### config.mk
export PLATFORM = sky130hd
export DESIGN_NAME = gyro_attitude_integrator_top
export DESIGN_NICKNAME = d
export VERILOG_FILES = /design/src/rtl/gai_pkg.sv /design/src/rtl/gai_rate.sv /design/src/rtl/gai_integ.sv /design/src/rtl/gyro_attitude_integrator_top.sv
export SDC_FILE = /design/constraint.sdc
export NUM_CORES = 2
export LEC_CHECK = 0
export BUFFER_PORTS_ARGS = -buffer_cell sky130_fd_sc_hd__buf_2
export CAP_MARGIN = 30
export CELL_PAD_IN_SITES_DETAIL_PLACEMENT = 1
export CELL_PAD_IN_SITES_GLOBAL_PLACEMENT = 1
export CORE_ASPECT_RATIO = 1.4
export CORE_MARGIN = 2
export CORE_UTILIZATION = 50
export DETAILED_ROUTE_END_ITERATION = 8
export GPL_ROUTABILITY_DRIVEN = 0
export PLACE_DENSITY = 0.95
export SLEW_MARGIN = 20
export SYNTH_ARGS = -nofsm -noshare
export SYNTH_HDL_FRONTEND = slang
export SYNTH_SLANG_ARGS = --single-unit
### constraint.sdc
create_clock -name aclk -period 24.7 [get_ports aclk]
set_input_delay 3.705 -clock aclk [delete_from_list [all_inputs] [get_ports aclk]]
set_output_delay 3.705 -clock aclk [all_outputs]
set_load 0.01 [all_outputs]
### src/rtl/gai_pkg.sv
// ----------------------------------------------------------------------------
// gai_pkg
// Shared types and constants for the gyro attitude integrator.
// ----------------------------------------------------------------------------
package gai_pkg;

    // Number of gyro ticks between control updates.
    localparam int unsigned CONTROL_DIVIDE = 5;
    localparam int unsigned TICK_W         = 3;

    // 45 degree axis rotation: multiply by 181, then arithmetic shift by 8.
    localparam int unsigned ROT_SCALE = 181;
    localparam int unsigned ROT_SHIFT = 8;

    localparam int unsigned SAMPLE_W = 16;
    localparam int unsigned OFFSET_W = 12;
    localparam int unsigned ANGLE_W  = 32;
    // Offset-corrected sample, and a sum or negation of those.
    localparam int unsigned CORR_W   = 18;
    localparam int unsigned RATE_W   = CORR_W + 1;
    localparam int unsigned PROD_W   = RATE_W + ROT_SHIFT;
    localparam int unsigned CFG_IDX_W = 3;

    localparam logic signed [OFFSET_W-1:0] OFFSET_SHORT_RST  = -12'sd5;
    localparam logic signed [OFFSET_W-1:0] OFFSET_LONG_RST   = 12'sd15;
    localparam logic signed [OFFSET_W-1:0] OFFSET_NORMAL_RST = 12'sd0;

    typedef enum logic [1:0] {
        REQ_TICK = 2'd0,
        REQ_LOAD = 2'd1,
        REQ_ZERO = 2'd2,
        REQ_NONE = 2'd3
    } req_t;

    typedef enum logic [CFG_IDX_W-1:0] {
        CFG_CONTROL_ENABLE = 3'd0,
        CFG_PITCH_SETPOINT = 3'd1,
        CFG_ROLL_SETPOINT  = 3'd2,
        CFG_YAW_SETPOINT   = 3'd3,
        CFG_OFFSET_SHORT   = 3'd4,
        CFG_OFFSET_LONG    = 3'd5,
        CFG_OFFSET_NORMAL  = 3'd6
    } cfg_idx_t;

    typedef struct packed {
        logic [1:0]                  req_type;
        logic signed [SAMPLE_W-1:0]  gyro_short;
        logic signed [SAMPLE_W-1:0]  gyro_long;
        logic signed [SAMPLE_W-1:0]  gyro_normal;
        logic                        in_air;
        logic signed [ANGLE_W-1:0]   ext_yaw;
        logic signed [ANGLE_W-1:0]   ext_roll;
        logic signed [ANGLE_W-1:0]   ext_pitch;
    } in_item_t;

    typedef struct packed {
        logic signed [ANGLE_W-1:0]   yaw_angle;
        logic signed [ANGLE_W-1:0]   roll_angle;
        logic signed [ANGLE_W-1:0]   pitch_angle;
        logic                        control_tick;
        logic                        force_off;
        logic                        ground_brake;
        logic signed [ANGLE_W-1:0]   pitch_target;
        logic signed [ANGLE_W-1:0]   roll_target;
        logic signed [ANGLE_W-1:0]   yaw_target;
    } out_item_t;

    // Item after rate computation, handed to the integrator stage.
    typedef struct packed {
        req_t                        req;
        logic signed [RATE_W-1:0]    yaw_rate;
        logic signed [RATE_W-1:0]    roll_rate;
        logic signed [RATE_W-1:0]    pitch_rate;
        logic                        in_air;
        logic signed [ANGLE_W-1:0]   ext_yaw;
        logic signed [ANGLE_W-1:0]   ext_roll;
        logic signed [ANGLE_W-1:0]   ext_pitch;
    } rate_item_t;

endpackage

### src/rtl/gai_rate.sv
// ----------------------------------------------------------------------------
// gai_rate
// Input stage: removes gyro offsets, rotates board axes by 45 degrees and
// registers the resulting yaw, roll and pitch rates.
// ----------------------------------------------------------------------------
module gai_rate (
    input  logic                                  aclk,
    input  logic                                  aresetn,
    input  logic                                  s_valid,
    output logic                                  s_ready,
    input  gai_pkg::in_item_t                     s_data,
    input  logic signed [gai_pkg::OFFSET_W-1:0]   offset_short,
    input  logic signed [gai_pkg::OFFSET_W-1:0]   offset_long,
    input  logic signed [gai_pkg::OFFSET_W-1:0]   offset_normal,
    output logic                                  rate_valid,
    input  logic                                  rate_ready,
    output gai_pkg::rate_item_t                   rate_data
);

    localparam int unsigned CW = gai_pkg::CORR_W;
    localparam int unsigned RW = gai_pkg::RATE_W;
    localparam int unsigned PW = gai_pkg::PROD_W;
    localparam int unsigned SW = gai_pkg::SAMPLE_W;
    localparam int unsigned OW = gai_pkg::OFFSET_W;

    logic                 rate_vld_reg;
    gai_pkg::rate_item_t  rate_reg;
    gai_pkg::rate_item_t  rate_next;

    logic signed [CW-1:0] corr_short;
    logic signed [CW-1:0] corr_long;
    logic signed [CW-1:0] corr_normal;
    logic signed [RW-1:0] sum_nl;
    logic signed [RW-1:0] diff_ln;
    logic [PW-1:0]        prod_yaw;
    logic [PW-1:0]        prod_roll;
    logic                 accept;

    assign s_ready = !rate_vld_reg || rate_ready;
    assign accept  = s_valid && s_ready;

    assign corr_short  = {{(CW-SW){s_data.gyro_short[SW-1]}}, s_data.gyro_short}
                       - {{(CW-OW){offset_short[OW-1]}}, offset_short};
    assign corr_long   = {{(CW-SW){s_data.gyro_long[SW-1]}}, s_data.gyro_long}
                       - {{(CW-OW){offset_long[OW-1]}}, offset_long};
    assign corr_normal = {{(CW-SW){s_data.gyro_normal[SW-1]}}, s_data.gyro_normal}
                       - {{(CW-OW){offset_normal[OW-1]}}, offset_normal};

    assign sum_nl  = {corr_normal[CW-1], corr_normal} + {corr_long[CW-1], corr_long};
    assign diff_ln = {corr_long[CW-1], corr_long} - {corr_normal[CW-1], corr_normal};

    // The product fits well inside PW signed bits, so an unsigned multiply of
    // the sign-extended operand yields the correct two's complement result.
    assign prod_yaw  = {{(PW-RW){sum_nl[RW-1]}}, sum_nl} * PW'(gai_pkg::ROT_SCALE);
    assign prod_roll = {{(PW-RW){diff_ln[RW-1]}}, diff_ln} * PW'(gai_pkg::ROT_SCALE);

    always_comb begin
        rate_next            = '0;
        rate_next.req        = gai_pkg::req_t'(s_data.req_type);
        rate_next.yaw_rate   = prod_yaw[PW-1:gai_pkg::ROT_SHIFT];
        rate_next.roll_rate  = prod_roll[PW-1:gai_pkg::ROT_SHIFT];
        rate_next.pitch_rate = RW'(0) - {corr_short[CW-1], corr_short};
        rate_next.in_air     = s_data.in_air;
        rate_next.ext_yaw    = s_data.ext_yaw;
        rate_next.ext_roll   = s_data.ext_roll;
        rate_next.ext_pitch  = s_data.ext_pitch;
    end

    always_ff @(posedge aclk) begin
        if (!aresetn) begin
            rate_vld_reg <= 1'b0;
        end else if (s_ready) begin
            rate_vld_reg <= s_valid;
        end
    end

    always_ff @(posedge aclk) begin
        if (accept) begin
            rate_reg <= rate_next;
        end
    end

    assign rate_valid = rate_vld_reg;
    assign rate_data  = rate_reg;

endmodule

### src/rtl/gai_integ.sv
// ----------------------------------------------------------------------------
// gai_integ
// Integrator stage: accumulates angle rates, counts ticks, issues control
// updates and registers the result beat.
// ----------------------------------------------------------------------------
module gai_integ (
    input  logic                                 aclk,
    input  logic                                 aresetn,
    input  logic                                 rate_valid,
    output logic                                 rate_ready,
    input  gai_pkg::rate_item_t                  rate_data,
    input  logic                                 control_enable,
    input  logic signed [gai_pkg::ANGLE_W-1:0]   pitch_setpoint,
    input  logic signed [gai_pkg::ANGLE_W-1:0]   roll_setpoint,
    input  logic signed [gai_pkg::ANGLE_W-1:0]   yaw_setpoint,
    output logic                                 m_valid,
    input  logic                                 m_ready,
    output gai_pkg::out_item_t                   m_data
);

    localparam int unsigned AW = gai_pkg::ANGLE_W;
    localparam int unsigned RW = gai_pkg::RATE_W;
    localparam int unsigned TW = gai_pkg::TICK_W;

    logic [AW-1:0] yaw_acc_reg,  yaw_acc_next;
    logic [AW-1:0] roll_acc_reg, roll_acc_next;
    logic [AW-1:0] pitch_acc_reg, pitch_acc_next;
    logic [TW-1:0] tick_count_reg, tick_count_next;
    logic [AW-1:0] held_pitch_reg, held_pitch_next;
    logic [AW-1:0] held_roll_reg,  held_roll_next;
    logic [AW-1:0] held_yaw_reg,   held_yaw_next;
    logic          brake_mode_reg, brake_mode_next;
    logic          m_vld_reg;
    gai_pkg::out_item_t m_data_reg, m_data_next;

    logic          advance;
    logic [TW-1:0] tick_inc;
    logic          ctick;
    logic          foff;

    assign rate_ready = !m_vld_reg || m_ready;
    assign advance    = rate_valid && rate_ready;
    assign tick_inc   = tick_count_reg + TW'(1);

    always_comb begin
        yaw_acc_next    = yaw_acc_reg;
        roll_acc_next   = roll_acc_reg;
        pitch_acc_next  = pitch_acc_reg;
        tick_count_next = tick_count_reg;
        held_pitch_next = held_pitch_reg;
        held_roll_next  = held_roll_reg;
        held_yaw_next   = held_yaw_reg;
        brake_mode_next = brake_mode_reg;
        ctick           = 1'b0;
        foff            = 1'b0;

        unique case (rate_data.req)
            gai_pkg::REQ_TICK: begin
                yaw_acc_next   = yaw_acc_reg
                               + {{(AW-RW){rate_data.yaw_rate[RW-1]}}, rate_data.yaw_rate};
                roll_acc_next  = roll_acc_reg
                               + {{(AW-RW){rate_data.roll_rate[RW-1]}}, rate_data.roll_rate};
                pitch_acc_next = pitch_acc_reg
                               + {{(AW-RW){rate_data.pitch_rate[RW-1]}},
                                  rate_data.pitch_rate};
                tick_count_next = tick_inc;
                if (tick_inc >= TW'(gai_pkg::CONTROL_DIVIDE)) begin
                    tick_count_next = '0;
                    ctick           = 1'b1;
                    if (!control_enable) begin
                        foff = 1'b1;
                    end else begin
                        if (rate_data.in_air) begin
                            brake_mode_next = 1'b0;
                            held_pitch_next = pitch_setpoint;
                        end else begin
                            brake_mode_next = 1'b1;
                        end
                        held_roll_next = roll_setpoint;
                        held_yaw_next  = yaw_setpoint;
                    end
                end
            end
            gai_pkg::REQ_LOAD: begin
                yaw_acc_next   = rate_data.ext_yaw;
                roll_acc_next  = rate_data.ext_roll;
                pitch_acc_next = rate_data.ext_pitch;
            end
            gai_pkg::REQ_ZERO: begin
                yaw_acc_next   = '0;
                roll_acc_next  = '0;
                pitch_acc_next = '0;
            end
            default: begin
            end
        endcase

        m_data_next.yaw_angle    = yaw_acc_next;
        m_data_next.roll_angle   = roll_acc_next;
        m_data_next.pitch_angle  = pitch_acc_next;
        m_data_next.control_tick = ctick;
        m_data_next.force_off    = foff;
        m_data_next.ground_brake = brake_mode_next;
        m_data_next.pitch_target = held_pitch_next;
        m_data_next.roll_target  = held_roll_next;
        m_data_next.yaw_target   = held_yaw_next;
    end

    always_ff @(posedge aclk) begin
        if (!aresetn) begin
            yaw_acc_reg    <= '0;
            roll_acc_reg   <= '0;
            pitch_acc_reg  <= '0;
            tick_count_reg <= '0;
            held_pitch_reg <= '0;
            held_roll_reg  <= '0;
            held_yaw_reg   <= '0;
            brake_mode_reg <= 1'b0;
        end else if (advance) begin
            yaw_acc_reg    <= yaw_acc_next;
            roll_acc_reg   <= roll_acc_next;
            pitch_acc_reg  <= pitch_acc_next;
            tick_count_reg <= tick_count_next;
            held_pitch_reg <= held_pitch_next;
            held_roll_reg  <= held_roll_next;
            held_yaw_reg   <= held_yaw_next;
            brake_mode_reg <= brake_mode_next;
        end
    end

    always_ff @(posedge aclk) begin
        if (!aresetn) begin
            m_vld_reg <= 1'b0;
        end else if (rate_ready) begin
            m_vld_reg <= rate_valid;
        end
    end

    always_ff @(posedge aclk) begin
        if (advance) begin
            m_data_reg <= m_data_next;
        end
    end

    assign m_valid = m_vld_reg;
    assign m_data  = m_data_reg;

    // The tick counter wraps before it can reach the divide ratio.
    assert property (@(posedge aclk) disable iff (!aresetn)
        tick_count_reg < TW'(gai_pkg::CONTROL_DIVIDE))
        else $error("tick counter reached the divide ratio");

    // A control-update beat leaves the tick counter cleared.
    assert property (@(posedge aclk) disable iff (!aresetn)
        advance |=> (!m_data_reg.control_tick || tick_count_reg == '0))
        else $error("control tick without counter restart");

    // Held targets move only when an item is integrated.
    assert property (@(posedge aclk) disable iff (!aresetn)
        ($past(aresetn) && !$past(advance)) |->
            ($stable(held_roll_reg) && $stable(held_yaw_reg) && $stable(held_pitch_reg)))
        else $error("held target changed without an item");

endmodule

### src/rtl/gyro_attitude_integrator_top.sv
// ----------------------------------------------------------------------------
// gyro_attitude_integrator_top
// Gyro attitude integrator: configuration registers, rate stage and
// integrator stage.
// ----------------------------------------------------------------------------
// A result beat passes through the rate register and then the result register.
// Throughput: one item per cycle while the result side is ready; the input register and
// the result register form a two-stage pipeline with an accumulator feedback loop.
// Reset: synchronous, active low; angles, targets, tick counter and brake mode
// clear to zero, offsets return to -5, 15 and 0, control is disabled.
// Configuration writes are always accepted.
module gyro_attitude_integrator_top (
    input  logic                                 aclk,
    input  logic                                 aresetn,
    input  logic                                 s_valid,
    output logic                                 s_ready,
    input  gai_pkg::in_item_t                    s_data,
    output logic                                 m_valid,
    input  logic                                 m_ready,
    output gai_pkg::out_item_t                   m_data,
    input  logic                                 cfg_valid,
    output logic                                 cfg_ready,
    input  logic [gai_pkg::CFG_IDX_W-1:0]        cfg_index,
    input  logic [gai_pkg::ANGLE_W-1:0]          cfg_data
);

    localparam int unsigned AW = gai_pkg::ANGLE_W;
    localparam int unsigned OW = gai_pkg::OFFSET_W;

    logic                  control_enable_reg;
    logic signed [AW-1:0]  pitch_setpoint_reg;
    logic signed [AW-1:0]  roll_setpoint_reg;
    logic signed [AW-1:0]  yaw_setpoint_reg;
    logic signed [OW-1:0]  offset_short_reg;
    logic signed [OW-1:0]  offset_long_reg;
    logic signed [OW-1:0]  offset_normal_reg;

    logic                  rate_valid;
    logic                  rate_ready;
    gai_pkg::rate_item_t   rate_data;

    assign cfg_ready = 1'b1;

    always_ff @(posedge aclk) begin
        if (!aresetn) begin
            control_enable_reg <= 1'b0;
            pitch_setpoint_reg <= '0;
            roll_setpoint_reg  <= '0;
            yaw_setpoint_reg   <= '0;
            offset_short_reg   <= gai_pkg::OFFSET_SHORT_RST;
            offset_long_reg    <= gai_pkg::OFFSET_LONG_RST;
            offset_normal_reg  <= gai_pkg::OFFSET_NORMAL_RST;
        end else if (cfg_valid && cfg_ready) begin
            unique case (gai_pkg::cfg_idx_t'(cfg_index))
                gai_pkg::CFG_CONTROL_ENABLE: control_enable_reg <= cfg_data[0];
                gai_pkg::CFG_PITCH_SETPOINT: pitch_setpoint_reg <= cfg_data;
                gai_pkg::CFG_ROLL_SETPOINT:  roll_setpoint_reg  <= cfg_data;
                gai_pkg::CFG_YAW_SETPOINT:   yaw_setpoint_reg   <= cfg_data;
                gai_pkg::CFG_OFFSET_SHORT:   offset_short_reg   <= cfg_data[OW-1:0];
                gai_pkg::CFG_OFFSET_LONG:    offset_long_reg    <= cfg_data[OW-1:0];
                gai_pkg::CFG_OFFSET_NORMAL:  offset_normal_reg  <= cfg_data[OW-1:0];
                default: begin
                end
            endcase
        end
    end

    gai_rate u_rate (
        .aclk          (aclk),
        .aresetn       (aresetn),
        .s_valid       (s_valid),
        .s_ready       (s_ready),
        .s_data        (s_data),
        .offset_short  (offset_short_reg),
        .offset_long   (offset_long_reg),
        .offset_normal (offset_normal_reg),
        .rate_valid    (rate_valid),
        .rate_ready    (rate_ready),
        .rate_data     (rate_data)
    );

    gai_integ u_integ (
        .aclk           (aclk),
        .aresetn        (aresetn),
        .rate_valid     (rate_valid),
        .rate_ready     (rate_ready),
        .rate_data      (rate_data),
        .control_enable (control_enable_reg),
        .pitch_setpoint (pitch_setpoint_reg),
        .roll_setpoint  (roll_setpoint_reg),
        .yaw_setpoint   (yaw_setpoint_reg),
        .m_valid        (m_valid),
        .m_ready        (m_ready),
        .m_data         (m_data)
    );

endmodule

**Yosys cells after proc, flatten, opt, wreduce, memory -nomap -nowiden**

Index checks and enable logic that the tools add are counted.

- Bits of input ports: 187
- Word-level logic and storage cells: 92
- Bits in registers: 682
- Output and inout port bits: 198

- Reduce and logical (&&, ||, !) cells: 17
- Multiplexer cells: 20
- Equality and inequality tests: 8
- Add/subtract/negate cells: 10
- Order comparisons: 1
- $mul: 2

Operators by type and width:

| cell | count |
|---|---|
| 32-bit two-way mux | 10 |
| 32-bit case mux with 3 select lines | 3 |
| 32-bit adder | 3 |
| 19-bit by 9-bit multiplier with 27-bit output, second input constant | 2 |
| 16-bit by 12-bit subtractor with 17-bit output | 3 |
| 17-bit by 17-bit adder with 18-bit output | 1 |
| 2-bit AND reduction | 9 |
| 1-bit by 17-bit subtractor with 18-bit output, first input constant | 1 |
| 17-bit by 17-bit subtractor with 18-bit output | 1 |
| 3-bit == test, second input constant | 3 |
| 3-bit by 2-bit == test with 1-bit output, second input constant | 2 |
| 1-bit two-way mux | 6 |
| 3-bit by 1-bit adder with 3-bit output, second input constant | 1 |
| 3-bit by 1-bit == test with 1-bit output, second input constant | 1 |
| 3-bit >= comparator, second input constant | 1 |
| 3-bit logical NOT | 1 |
| 3-bit two-way mux | 1 |
| 2-bit by 1-bit == test with 1-bit output, second input constant | 1 |
| 2-bit == test, second input constant | 1 |
| 1-bit logical AND | 2 |
| 1-bit logical NOT | 2 |
| 2-bit logical NOT | 1 |
| 1-bit logical OR | 2 |

**Logic depth before layout (Yosys ltp)**

- Word-level depth: 4
- Depth in mapped cells: 41
- Gate-level depth less buffers: 40

**By module**

Synthesis repeated with hierarchy kept, for this count alone.

- Cells, all modules: 4,050
- Area total of the unflattened synthesis: 40,317.4 sq um

By module, submodules not included:

| module | sequential area each (sq um) | instances | cells each | area each (sq um) |
|---|---|---|---|---|
| gai_integ | 9,799.4 | 1 | 2,185 | 20,865.0 |
| gai_rate | 4,674.5 | 1 | 1,379 | 14,407.6 |
| gyro_attitude_integrator_top | 2,662.6 | 1 | 486 | 5,044.8 |

**Least setup slack after synthesis**

No wires, ideal clock.

- Kind: input-to-reg
- Start: in s_data[113] in the netlist's numbering
- End: reg u_rate.rate_reg, in the netlist u_rate.rate_data[152] (data pin)
- Library setup time: 0.258 ns
- Arrival: 11.441 ns
- Path buffers: 1
- Path slack: 13.001 ns
- Cell stages on the path: 37
- Cells stage by stage: inv_1 > ha_1 > inv_1 > fa_1 > a21o_1 > a21oi_1 > o21bai_1 > a21oi_1 > nor2b_1 > o21a_1 > o31a_1 > o41ai_1 > o21ai_0 > a211oi_1 > ha_1 > clkbuf_1 > a21o_1 > a31oi_1 > xnor2_1 > ha_1 > inv_1 > fa_1 > inv_1 > fa_1 > inv_1 > fa_1 > inv_1 > ha_1 > and4_1 > a221o_1 > o31ai_2 > a21oi_1 > and2_1 > a311o_1 > a21oi_2 > o21bai_1 > xnor2_1

- Cells in the longest elaborated chain, start to end: 3

RTL lines:

| element | line | source |
|---|---|---|
| start: declaration | gyro_attitude_integrator_top.sv:17 | `input gai_pkg::in_item_t s_data,` |
| 16-bit by 12-bit subtractor with 17-bit output | gai_rate.sv:45 | `- {{(CW-OW){offset_long[OW-1]}}, offset_long};` |
| 17-bit by 17-bit adder with 18-bit output | gai_rate.sv:49 | `assign sum_nl = {corr_normal[CW-1], corr_normal} + {corr_long[CW-1], corr_long};` |
| 19-bit by 9-bit multiplier with 27-bit output | gai_rate.sv:54 | `assign prod_yaw = {{(PW-RW){sum_nl[RW-1]}}, sum_nl} * PW'(gai_pkg::ROT_SCALE);` |
| named net u_rate.prod_yaw[25] | gai_rate.sv:35 | `logic [PW-1:0] prod_yaw;` |
| end signal: assignment | gai_rate.sv:79 | `rate_reg <= rate_next;` |
| end: declaration | gai_rate.sv:27 | `gai_pkg::rate_item_t rate_reg;` |

The timed path passes the listed nets, and every way through them passes these cells.
A chain may end at the register's enable or synchronous reset.

**Worst setup path after layout**

- Start: in s_data[97] in the netlist's numbering
- End: reg u_rate.rate_reg, in the netlist u_rate.rate_data[152] (data pin)

- Cells in the longest elaborated chain, start to end: 3

RTL lines:

| element | line | source |
|---|---|---|
| 16-bit by 12-bit subtractor with 17-bit output | gai_rate.sv:47 | `- {{(CW-OW){offset_normal[OW-1]}}, offset_normal};` |
| 17-bit by 17-bit adder with 18-bit output | gai_rate.sv:49 |  |
| 19-bit by 9-bit multiplier with 27-bit output | gai_rate.sv:54 |  |
| named net u_rate.prod_yaw[25] | gai_rate.sv:35 |  |

The timed path passes the listed nets, and every way through them passes these cells.

==> out/qor.csv <==
metric,value,unit
leading post-synthesis cells by cell area,"edfxtp_1 (27%), dfxtp_1 (17%), ha_1 (10%)",
Worst-path clk slew,0.06,ns
Clock Tree Buf Depth,3,
final-report max-slew violation count,0,
number of flip-flops in the largest register,195,
syn nets,4798,
Routed WL,135,mm
Post-synth EDFFs,350,
core area,77400,um2
worst path arrival time,12.79,ns
Clock Sinks,681,
Synth area leader,edfxtp_1,
Top Ports,385,
Vias/cell,5.99,
RR Startpoint,offset_normal_reg[0],
hold path startpoint,offset_long_reg[8],
Synth Instances,4184,
Worst Slack Setup Final,12.28,ns
reg2reg setup slack,15.13,ns
setup TNS,0,ns
startpoint types,input pin,
Initial Util,0.503,
worst hold path cell count,2,
Metal-1 WL,49.1,mm
dominant synthesized flop cell,edfxtp_1,
setup slack at placement,11.77,ns
Placed Area,41700,um2
ratio of cells with drive above 1 in the final layout,0.132,
total track usage,0.332,
Crit. Startpoint,s_data[97],
worst slew pin tran,1.09,ns
CP max FO,9,
first-pass GRT wire length,207,mm
slew margin rel.,0.276,
pin count of the biggest net entering global routing,216,
RSZ-0062 raised after global routing,false,
design area,44100,um2
Max Clock Freq,0.0805,GHz
Die ar.,80000,um2
Avg Inst Size Synth,9.29,um2
CTS root buf,clkbuf_16,
Resize count post-CTS,0,
Min-Delay Path Class,reg2reg,
htree depth,3,
site row count,121,
# fillers,8762,
vias in the first global route,36400,
Setup crit end kind,register,
drt first-iter violations,2634,
top sig layer,met5,
Final ANT Viol Nets,0,
Crit Path Class,in2reg,
most frequent cell on the critical path,inv_1,
CTS tree,yes,
max incr delay on CP,0.71,ns
post-synthesis sequential area ratio,0.441,
asr flop ratio synth,0,
multi-input logic area,19800,um2
final setup skew,0.0377,ns
"Hold Vio Cnt, Final",0,
area growth from synthesis to layout,13.4,%
Synth cell types,81,
DR WL met2,67.4,mm
Chip Height,334,um
worst hold slack,0.453,ns
number of max-cap violations,0,
IO Port Bufs,383,
DIE WIDTH,240,um
DRT Pass-1 Iters,6,
hold-fix buffers at CTS,0,
Setup-failing EPs final,0,
Synth Register Bits,681,
worst path required time,25.06,ns
clock latency on the worst-skew pair,0.65,ns
routed len/inst,24.1,um
warnings from Yosys,0,
post-route minimum period,12.42,ns
slowest CP cell,o41ai_1,
Post CTS Setup Buffer Count,0,
Post-route DRC,0,
initial antenna violation count,19,
vias after detailed routing,33600,
cell area after synthesis,38900,um2
Sequential cell area,17100,um2
Hold EP,offset_long_reg[8],
HPWL after DPL,90.4,mm
routed wl met3,10.2,mm
status,"finished, final reports clean",
Final period util,0.503,
reg2reg end,u_rate.rate_data[152],
final net count,5108,
R2R cell count,34,
TritonCTS Buffers,70,
top cell type's share of synthesized area,0.270,
remaining global-route overflow,0,
[cell usage in the layout (no fill, tap or decap), types with 47 or more instances in the layout]
master	Yosys	layout
a21o_1	69	69
a21oi_1	295	295
buf_2	0	383
clkbuf_16	0	72
dfxtp_1	331	331
edfxtp_1	350	350
fa_1	101	101
ha_1	326	326
inv_1	347	345
nand2_1	702	701
nand2b_1	48	47
nand3_1	64	63
nor2_1	404	402
nor3_1	166	166
o21ai_0	171	171
xnor2_1	107	107
xor2_1	62	62
[per-layer routing]
layer  GRT usage  vias to the layer above
li1            -                    14900
met1       0.368                    16600
met2       0.586                     1562
met3      0.0686                      496
met4       0.189                       22
met5           0                        -
[synthesized netlist by cell type (all sizes together), types with 31 or more instances]
cell,count
fa,101
nor2,404
a21o,69
nor3,166
mux2,35
dfxtp,331
o21ai,172
inv,348
xor2,62
edfxtp,350
nand3,64
nand2b,48
a21oi,298
clkbuf,156
a31oi,31
xnor2,107
nand2,702
ha,326
[worst max path at each step]
stage	endpoint	slack (ns)	depth (start not counted)
2_1_floorplan	u_rate.rate_data[152]	13.00	37
3_3_place_gp	u_rate.rate_data[152]	12.19	37
3_5_place_dp	u_rate.rate_data[152]	11.77	36
4_1_cts	u_rate.rate_data[152]	12.34	36
5_1_grt	u_rate.rate_data[153]	11.74	36
6_report	u_rate.rate_data[152]	12.28	36
[metrics by stage]
step / util / instances
after detailed placement: 0.539 / 5462
final: 0.570 / 5603
after global routing: 0.570 / 5598
after CTS: 0.569 / 5589
after floorplan: - / 4184
after global placement: 0.539 / 5462
[worst max-delay path: cells and delay by family]
family	cells	cell delay, ns
buf+inv	6	0.38
xor+xnor	2	0.37
compound gates	17	4.82
fa+ha+maj	8	3.07
simple gates	3	0.47
[cells by family (layout without fill, tap and decap cells)]
logic type | Yosys count | after routing | synth area share
simple gates | 1513 | 1513 | 0.166
flops | 681 | 681 | 0.441
fa+ha+maj | 427 | 427 | 0.157
xor+xnor | 169 | 169 | 0.0381
mux | 57 | 57 | 0.0158
other cells | 1 | 10 | 0.0000965
compound gates | 812 | 812 | 0.132
buf+inv | 524 | 889 | 0.0507
[layout make-up]
cell class | count | share of cell area
diodes | 9 | 0.000511
clock buffers | 102 | 0.0457
clock inverters | 25 | 0.00633
inverters | 348 | 0.0300
multi-input cells | 2979 | 0.449
flip-flops and latches | 681 | 0.389
well taps | 1045 | 0.0296
repair buffers | 414 | 0.0503
Power is left out: the tool's default activity adds up to more than one toggle a clock period on the data nets, which glitch-free logic cannot reach.
